[src/hw/rtl/u8u16_pkg.sv]
// Package for the UTF-8 to UTF-16 decoder: field widths, byte class
// constants and the state and result structs. No dependencies.
package u8u16_pkg;

	localparam int unsigned ByteW  = 8;
	localparam int unsigned UnitW  = 16;
	localparam int unsigned PendW  = 2;
	localparam int unsigned PartW  = 10;
	localparam int unsigned CountW = 16;

	localparam logic [UnitW-1:0]  UnitZero  = '0;
	localparam logic [CountW-1:0] CountMax  = '1;

	// Continuation bytes still expected.
	localparam logic [PendW-1:0] PendNone = 2'd0;
	localparam logic [PendW-1:0] PendOne  = 2'd1;
	localparam logic [PendW-1:0] PendTwo  = 2'd2;

	// Byte class prefixes.
	localparam logic [1:0] ContTag  = 2'b10;
	localparam logic [2:0] Lead2Tag = 3'b110;
	localparam logic [3:0] Lead3Tag = 4'b1110;

	typedef struct packed {
		logic [PendW-1:0]  pending;
		logic [PartW-1:0]  partial;
		logic              err;
		logic [CountW-1:0] count;
	} dec_state_t;

	typedef struct packed {
		logic              unit_valid;
		logic [UnitW-1:0]  code_unit;
		logic              byte_error;
		logic              string_end;
		logic              string_error;
		logic [CountW-1:0] unit_total;
	} dec_result_t;

endpackage

[src/hw/rtl/u8u16_byte_if.sv]
// Input channel: one UTF-8 byte per transfer with an end-of-string flag.
// Depends on u8u16_pkg.
interface u8u16_byte_if;
	import u8u16_pkg::*;

	logic             valid;
	logic             ready;
	logic [ByteW-1:0] byte_in;
	logic             last_byte;

	modport source (output valid, output byte_in, output last_byte, input ready);
	modport sink   (input valid, input byte_in, input last_byte, output ready);
endinterface

[src/hw/rtl/u8u16_unit_if.sv]
// Output channel: one decode result per transfer.
// Depends on u8u16_pkg.
interface u8u16_unit_if;
	import u8u16_pkg::*;

	logic              valid;
	logic              ready;
	logic              unit_valid;
	logic [UnitW-1:0]  code_unit;
	logic              byte_error;
	logic              string_end;
	logic              string_error;
	logic [CountW-1:0] unit_total;

	modport source (
		output valid, output unit_valid, output code_unit, output byte_error,
		output string_end, output string_error, output unit_total, input ready
	);
	modport sink (
		input valid, input unit_valid, input code_unit, input byte_error,
		input string_end, input string_error, input unit_total, output ready
	);
endinterface

[src/hw/rtl/u8u16_decode.sv]
// Combinational decode of one byte against the current sequence state.
// Produces the next state and the result item. Depends on u8u16_pkg.
module u8u16_decode (
	input  u8u16_pkg::dec_state_t       cur,
	input  logic [u8u16_pkg::ByteW-1:0] byte_in,
	input  logic                        last_byte,
	output u8u16_pkg::dec_state_t       nxt,
	output u8u16_pkg::dec_result_t      res
);
	import u8u16_pkg::*;

	logic              is_cont;
	logic              emit;
	logic              bad;
	logic [UnitW-1:0]  unit;
	logic [UnitW-1:0]  joined;
	logic [PendW-1:0]  pend_n;
	logic [PartW-1:0]  part_n;
	logic              err_n;
	logic [CountW-1:0] count_n;

	assign is_cont = (byte_in[7:6] == ContTag);
	assign joined  = {cur.partial, byte_in[5:0]};

	always_comb begin
		emit   = 1'b0;
		bad    = 1'b0;
		unit   = UnitZero;
		pend_n = PendNone;
		part_n = '0;
		if (cur.pending != PendNone && is_cont) begin
			if (cur.pending == PendOne) begin
				emit = 1'b1;
				unit = joined;
			end else begin
				pend_n = PendOne;
				part_n = joined[PartW-1:0];
			end
		end else begin
			// Lead byte; a broken sequence is dropped and this byte retried as a lead.
			bad = (cur.pending != PendNone);
			if (!byte_in[7]) begin
				emit = 1'b1;
				unit = {{(UnitW-ByteW){1'b0}}, byte_in};
			end else if (byte_in[7:5] == Lead2Tag) begin
				pend_n = PendOne;
				part_n = {5'd0, byte_in[4:0]};
			end else if (byte_in[7:4] == Lead3Tag) begin
				pend_n = PendTwo;
				part_n = {6'd0, byte_in[3:0]};
			end else begin
				bad = 1'b1;
			end
		end
	end

	assign err_n   = cur.err | bad;
	assign count_n = (emit && cur.count != CountMax) ? cur.count + 1'b1 : cur.count;

	always_comb begin
		res.unit_valid   = emit;
		res.code_unit    = unit;
		res.byte_error   = bad;
		res.string_end   = last_byte;
		res.string_error = 1'b0;
		res.unit_total   = '0;
		nxt.pending      = pend_n;
		nxt.partial      = part_n;
		nxt.err          = err_n;
		nxt.count        = count_n;
		if (last_byte) begin
			// Summarize, flag truncation, and clear for the next string.
			res.string_error = err_n | (pend_n != PendNone);
			res.unit_total   = count_n;
			nxt              = '0;
		end
	end
endmodule

[src/hw/rtl/utf8_to_utf16_decoder.sv]
// Top level of the UTF-8 to UTF-16 (BMP) decoder: sequence state and result register.
// Depends on u8u16_pkg, u8u16_byte_if, u8u16_unit_if and u8u16_decode.
//
//   channel   dir  payload                                   transfer when
//   byte_ch   in   byte_in, last_byte                        valid && ready
//   unit_ch   out  unit_valid, code_unit, byte_error,        valid && ready
//                  string_end, string_error, unit_total
//
// Every byte transfer yields exactly one result transfer from the result register.
// Throughput is one byte per cycle while the sink keeps up; the result register is the only stage.
// A byte is taken whenever the result register is empty or is being drained
// in the same cycle, so a stalled sink holds one result and then stalls input.
// arst_n clears the sequence state and the result valid flag.
module utf8_to_utf16_decoder (
	input  logic         clk,
	input  logic         arst_n,
	u8u16_byte_if.sink   byte_ch,
	u8u16_unit_if.source unit_ch
);
	import u8u16_pkg::*;

	dec_state_t  state_q;
	dec_state_t  state_next;
	dec_result_t res_next;
	dec_result_t res_s1;
	logic        valid_s1;
	logic        take;

	// Accept when the result slot is free or frees up this cycle.
	assign byte_ch.ready = !valid_s1 || unit_ch.ready;
	assign take          = byte_ch.valid && byte_ch.ready;

	u8u16_decode u_decode (
		.cur       (state_q),
		.byte_in   (byte_ch.byte_in),
		.last_byte (byte_ch.last_byte),
		.nxt       (state_next),
		.res       (res_next)
	);

	// Sequence state: advance only on a byte transfer.
	always_ff @(posedge clk or negedge arst_n) begin
		if (!arst_n) begin
			state_q <= '0;
		end else if (take) begin
			state_q <= state_next;
		end
	end

	// Result valid: set on a byte transfer, drop once the sink takes it.
	always_ff @(posedge clk or negedge arst_n) begin
		if (!arst_n) begin
			valid_s1 <= 1'b0;
		end else if (take) begin
			valid_s1 <= 1'b1;
		end else if (unit_ch.ready) begin
			valid_s1 <= 1'b0;
		end
	end

	// Result payload: load with each new byte, hold while stalled.
	always_ff @(posedge clk) begin
		if (take) begin
			res_s1 <= res_next;
		end
	end

	assign unit_ch.valid        = valid_s1;
	assign unit_ch.unit_valid   = res_s1.unit_valid;
	assign unit_ch.code_unit    = res_s1.code_unit;
	assign unit_ch.byte_error   = res_s1.byte_error;
	assign unit_ch.string_end   = res_s1.string_end;
	assign unit_ch.string_error = res_s1.string_error;
	assign unit_ch.unit_total   = res_s1.unit_total;
endmodule

[src/flat_wrapper.sv]
// flat-port wrapper written by rule: the top's interface ports become plain ports
module utf8_to_utf16_decoder_flat import u8u16_pkg::*;
  (clk, arst_n, byte_ch_valid, byte_ch_byte_in, byte_ch_last_byte, byte_ch_ready, unit_ch_valid, unit_ch_unit_valid, unit_ch_code_unit, unit_ch_byte_error, unit_ch_string_end, unit_ch_string_error, unit_ch_unit_total, unit_ch_ready);
  u8u16_byte_if byte_ch_i ();
  u8u16_unit_if unit_ch_i ();
  input  logic clk;
  input  logic arst_n;
  input wire logic [$bits(byte_ch_i.valid)-1:0] byte_ch_valid;
  input wire logic [$bits(byte_ch_i.byte_in)-1:0] byte_ch_byte_in;
  input wire logic [$bits(byte_ch_i.last_byte)-1:0] byte_ch_last_byte;
  output wire logic [$bits(byte_ch_i.ready)-1:0] byte_ch_ready;
  output wire logic [$bits(unit_ch_i.valid)-1:0] unit_ch_valid;
  output wire logic [$bits(unit_ch_i.unit_valid)-1:0] unit_ch_unit_valid;
  output wire logic [$bits(unit_ch_i.code_unit)-1:0] unit_ch_code_unit;
  output wire logic [$bits(unit_ch_i.byte_error)-1:0] unit_ch_byte_error;
  output wire logic [$bits(unit_ch_i.string_end)-1:0] unit_ch_string_end;
  output wire logic [$bits(unit_ch_i.string_error)-1:0] unit_ch_string_error;
  output wire logic [$bits(unit_ch_i.unit_total)-1:0] unit_ch_unit_total;
  input wire logic [$bits(unit_ch_i.ready)-1:0] unit_ch_ready;
  assign byte_ch_i.valid = byte_ch_valid;
  assign byte_ch_i.byte_in = byte_ch_byte_in;
  assign byte_ch_i.last_byte = byte_ch_last_byte;
  assign byte_ch_ready = byte_ch_i.ready;
  assign unit_ch_valid = unit_ch_i.valid;
  assign unit_ch_unit_valid = unit_ch_i.unit_valid;
  assign unit_ch_code_unit = unit_ch_i.code_unit;
  assign unit_ch_byte_error = unit_ch_i.byte_error;
  assign unit_ch_string_end = unit_ch_i.string_end;
  assign unit_ch_string_error = unit_ch_i.string_error;
  assign unit_ch_unit_total = unit_ch_i.unit_total;
  assign unit_ch_i.ready = unit_ch_ready;
  utf8_to_utf16_decoder u_core (.clk(clk), .arst_n(arst_n), .byte_ch(byte_ch_i), .unit_ch(unit_ch_i));
endmodule
[config.mk]
export PLATFORM = sky130hd
export DESIGN_NAME = utf8_to_utf16_decoder_flat
export DESIGN_NICKNAME = d
export VERILOG_FILES = /design/src/hw/rtl/u8u16_pkg.sv /design/src/hw/rtl/u8u16_byte_if.sv /design/src/hw/rtl/u8u16_unit_if.sv /design/src/hw/rtl/u8u16_decode.sv /design/src/hw/rtl/utf8_to_utf16_decoder.sv /design/src/flat_wrapper.sv
export SDC_FILE = /design/constraint.sdc
export NUM_CORES = 1
export LEC_CHECK = 0
export BUFFER_PORTS_ARGS = -buffer_cell sky130_fd_sc_hd__buf_2
export CAP_MARGIN = 30
export CORE_MARGIN = 4
export CORE_UTILIZATION = 50
export CTS_BUF_LIST = sky130_fd_sc_hd__clkbuf_2 sky130_fd_sc_hd__clkbuf_4 sky130_fd_sc_hd__clkbuf_8
export DETAILED_ROUTE_END_ITERATION = 6
export GPL_TIMING_DRIVEN = 0
export MAX_ROUTING_LAYER = met4
export PLACE_DENSITY = 0.79
export SLEW_MARGIN = 0
export SYNTH_ARGS = -nofsm -noshare
export SYNTH_HDL_FRONTEND = slang
export SYNTH_HIERARCHICAL = 1
export SYNTH_SLANG_ARGS = --single-unit
[constraint.sdc]
create_clock -name clk -period 6.4 [get_ports clk]
set_input_delay 1.28 -clock clk [delete_from_list [all_inputs] [get_ports clk]]
set_output_delay 1.28 -clock clk [all_outputs]
set_load 0.02 [all_outputs]
# Word level (Yosys, flattened, before mapping)
# Index checks and enable logic that the tools add are counted.
[classes]
add_sub_neg = 1
eq_ne = 5
n_mux = 24
bitwise = 2
reduce_logical = 8
[op_table]
columns = ["op", "count"]
rows = [
  ["$mux 16", 3],
  ["$mux 29", 1],
  ["$mux 10", 2],
  ["$add 16x1->16 const B", 1],
  ["$ne 16x16->1 const B", 1],
  ["$mux 1", 10],
  ["$mux 5", 2],
  ["$mux 2", 4],
  ["$mux 7", 1],
  ["$reduce_bool 2->1", 3],
  ["$eq 4x4->1 const B", 1],
  ["$mux 4", 1],
  ["$eq 3x3->1 const B", 1],
  ["$logic_and 1x1->1", 3],
  ["$eq 2x1->1 const B", 1],
  ["$eq 2x2->1 const B", 1],
  ["$or 1x1->1", 2],
  ["$logic_not 1->1", 1],
  ["$logic_or 1x1->1", 1],
]
[word_totals]
regBits = 66
input_bits = 13
out_inout_bits = 38
wordCells = 51

# Depth between registers and ports, before layout
[logic_depth]
ltp_word = 7
ltp_mapped = 9

# By module
# Netlist, hierarchy kept.
[modules_own_cells]
columns = ["mod", "instances", "cells_each", "area_each_um2", "seq_area_each_um2"]
rows = [
  ["utf8_to_utf16_decoder", 1, 102, 2336.0, 1831.8],
  ["u8u16_decode", 1, 169, 1108.6, 0.0],
]

# Worst setup path before layout
# OpenSTA, ideal clock, no wires.
[synth_path]
kind = "in2reg"
start = "input byte_ch_byte_in[6]"
end = "register u_core/state_q[13] (netlist bit)"
arrival_time_ns = 3.114
path_slack_ns = 3.161
cell_stages = 6
n_path_buf = 1
path_cell_list = "buf_6 > or3b_4 > a211o_4 > nor4_2 > mux2_1 > mux2_4"
[synth_rtl]
columns = ["element", "line", "source"]
rows = [
  ["from (decl)", "flat_wrapper.sv:9", "input wire logic [$bits(byte_ch_i.byte_in)-1:0] byte_ch_byte_in;"],
  ["to (signal assigned)", "utf8_to_utf16_decoder.sv:46", "state_q <= state_next;"],
  ["to (decl)", "utf8_to_utf16_decoder.sv:22", "dec_state_t state_q;"],
]

==> impl_metrics.csv <==
group,metric,value,unit
critical_path,crit_path_max_fanout,9,
floorplan,num_rows,29,
cts,cts_resized,0,
drt,dr_total_vias,2381,
global_route,grt_max_degree,31,
critical_path,rrSetupSlack,3.58,ns
logic_synthesis,synthCells,271,
logic_synthesis,yosys_register_bits,66,
critical_path,worstSetupPathType,"input port to flip-flop",
logic_synthesis,ys_seq_area_frac,0.532,
final_layout,antenna_cells,0,
power,clkPwrFrac,0.379,
floorplan,start_util,0.527,
sta,slew_headroom,0.322,
power,ir_worst_vdd,0.105,mV
drt,drtPass1Iterations,4,
final_layout,final_nets,345,
critical_path,required,6.63,ns
sta,rsz0062_at_grt,"false",
final_layout,drive_gt1_frac,0.363,
final_layout,most-common-layout-cells,"buf_2 (51), edfxtp_1 (36), dfrtp_1 (30)",
global_route,grt_pass1_vias,2462,
cts,numCtsBuffers,9,
global_route,antenna_found_initial,0,
power,power_density,234,nW/um^2
logic_synthesis,synth_fp_nets,285,
cts,cts_tree,"built",
logic_synthesis,synth_area,3440,sq um
sta,hold_violations,0,
sta,tns,0,ns
sta,worst_slew_pin_slew,1.02,ns
floorplan,dieArea,8280,sq um
logic_synthesis,synth_top_cell_by_area,"edfxtp_1",
sta,finalCritPeriodShare,0.472,
final_layout,fillers,533,
sta,fmax,331,MHz
final_layout,seq_area,1830,sq um
cts,clk_pin_slew,0.07,ns
cts,cts_max_path_buffers,2,
cts,cts.sinks,66,
placed_design,hpwlAfterDp,4.88,mm
placed_design,gp_congestion,0.842,
power,pwr-share-comb,0.112,
drt,drc_errors,0,
floorplan,fp.dieH,91,um
logic_synthesis,synth_flop_cell,"edfxtp_1",
sta,maxSlewViolCount,0,
power,switchingPower,246,uW
logic_synthesis,avgSynthCellArea,12.7,sq um
sta,period_needed,3.02,ns
power,internal-power,692,uW
global_route,grt-ovfl-total,0,
logic_synthesis,synth_edf_count,36,
cts,post_cts.repair.setup_buffers,0,
hold_path,worstHoldPathType,"flip-flop to flip-flop",
floorplan,dieWidth,91,um
final_layout,layout_commonest_cell,"buf_2",
floorplan,core_area,6530,sq um
placed_design,post-place-ws,3.03,ns
sta,setup_violations,0,
cts,clock_latency,0.34,ns
drt,wl,7.11,mm
critical_path,cp-start-kind,"input port",
logic_synthesis,synth.distinct_cells,48,
placed_design,portBuffers,48,
critical_path,crit_arrival,3.25,ns
sta,setup_slack,3.38,ns
logic_synthesis,ys_warn_count,6,
final_layout,multi_input_area,1470,sq um
power,swShare,0.262,
drt,routed_via_density,5.77,
drt,drtIter0Drc,119,
cts,h-tree-depth,3,
logic_synthesis,async_flop_share,0.455,
run,drv_cap,0,
logic_synthesis,synth_area_leaders,"edfxtp_1 (31%), dfrtp_1 (22%), mux2_4 (13%), and2_1 (2.9%), nor4_2 (2.2%)",
status,status,"finished clean",
power,seqPwrFrac,0.509,
cts,postCtsHoldBufs,0,
global_route,track_usage,0.190,
cts,root_buffer,"clkbuf_8",
sta,fin_skew,0.00710,ns
final_layout,area_growth,16.5,%
floorplan,io_pins,51,
global_route,grt_pass1_wl,12.2,mm
drt,ant_nets,0,
power,power.leakage,1.72,nW
final_layout,utilization,0.614,
drt,wl_per_cell,17.2,um
logic_synthesis,synth_top_cell_area_share,0.314,
critical_path,worst_setup_path_end_kind,"flip-flop",
-- worst paths after layout --
path | start | to | depth (start not counted)
setup / recovery | byte_ch_byte_in[6] | u_core/state_q[7] | 7
hold / removal | u_core/state_q[23] | u_core/state_q[23] | 1
setup reg to reg | u_core/state_q[0] | u_core/state_q[9] | 7
hold reg to reg | u_core/state_q[23] | u_core/state_q[23] | 1
max in group asynchronous | arst_n | u_core/state_q[4] | 1
min in group asynchronous | arst_n | u_core/state_q[25] | 1
-- synthesized netlist by cell type, types with 6 or more instances --
| library cell | number |
|---|---|
| nor4_2 | 6 |
| dfrtp_1 | 30 |
| a21boi_1 | 8 |
| and2_1 | 16 |
| inv_1 | 9 |
| nand2b_1 | 6 |
| nand2_1 | 13 |
| mux2_4 | 29 |
| nor2_1 | 12 |
| nand3_1 | 6 |
| a21oi_1 | 11 |
| and3_1 | 10 |
| o31ai_1 | 6 |
| edfxtp_1 | 36 |
-- logic make-up (layout without fill, tap and decap cells) --
| family | count (synthesis) | count (layout) | share of synthesized area |
|---|---|---|---|
| AND/OR/NAND/NOR | 101 | 101 | 0.188 |
| flip-flops | 66 | 66 | 0.532 |
| multiplexers | 39 | 39 | 0.157 |
| AO/OA/AOI/OAI | 39 | 39 | 0.0792 |
| buffers and inverters | 25 | 90 | 0.0403 |
| adder cells (fa/ha/maj) | 1 | 1 | 0.00363 |
-- layout make-up --
| class | instances | area share |
|---|---|---|
| tap | 77 | 0.0240 |
| sequential | 66 | 0.457 |
| clock buffer | 9 | 0.0309 |
| clock inverter | 7 | 0.0197 |
| buffer | 16 | 0.0262 |
| inverter | 9 | 0.00842 |
| multi-input combinational | 180 | 0.367 |
| timing repair buffer | 49 | 0.0667 |
-- registers in the layout, summed over array words and instances, names as in the netlist --
signal                       count
u_core/unit_ch.unit_total       16
u_core/unit_ch.string_end        1
u_core/unit_ch.valid             1
u_core/unit_ch.unit_valid        1
u_core/unit_ch.code_unit        16
u_core/unit_ch.string_error      1
u_core/unit_ch.byte_error        1
u_core/state_q                  29
-- power groups by stage --
stage / Clock, mW / Combinational, mW / Sequential, mW
global placement: 0 / 0.101 / 0.486
CTS: 0.362 / 0.106 / 0.478
global route: 0.384 / 0.114 / 0.480
floorplan: 0 / 0.0532 / 0.502
detailed placement: 0 / 0.106 / 0.486
finish: 0.355 / 0.105 / 0.478
-- critical path, cell delays in order --
cell and delay, ns:
buf_6 0.11, or3b_4 0.40, and2_2 0.19, buf_2 0.17, nor4_2 0.45, mux2_2 0.38, mux2_4 0.26
-- through the flow --
stage	instances	power, mW	hold WS, ns	instance area, sq um
after floorplan	271	0.555	0.473	3440
after global placement	396	0.587	0.487	3780
after detailed placement	397	0.593	0.495	3810
after CTS	413	0.946	0.513	4010
after global routing	413	0.978	0.524	4010
final	413	0.938	0.509	4010
-- layer usage --
layer / wire length, um / part of all wire / global-route usage
met5: 0 / 0 / -
met4: 73 / 0.010 / 0.0641
met3: 474 / 0.067 / 0.0455
met2: 3410 / 0.48 / 0.296
met1: 3150 / 0.44 / 0.246
Note: power is estimated with default switching activity, not from simulation.
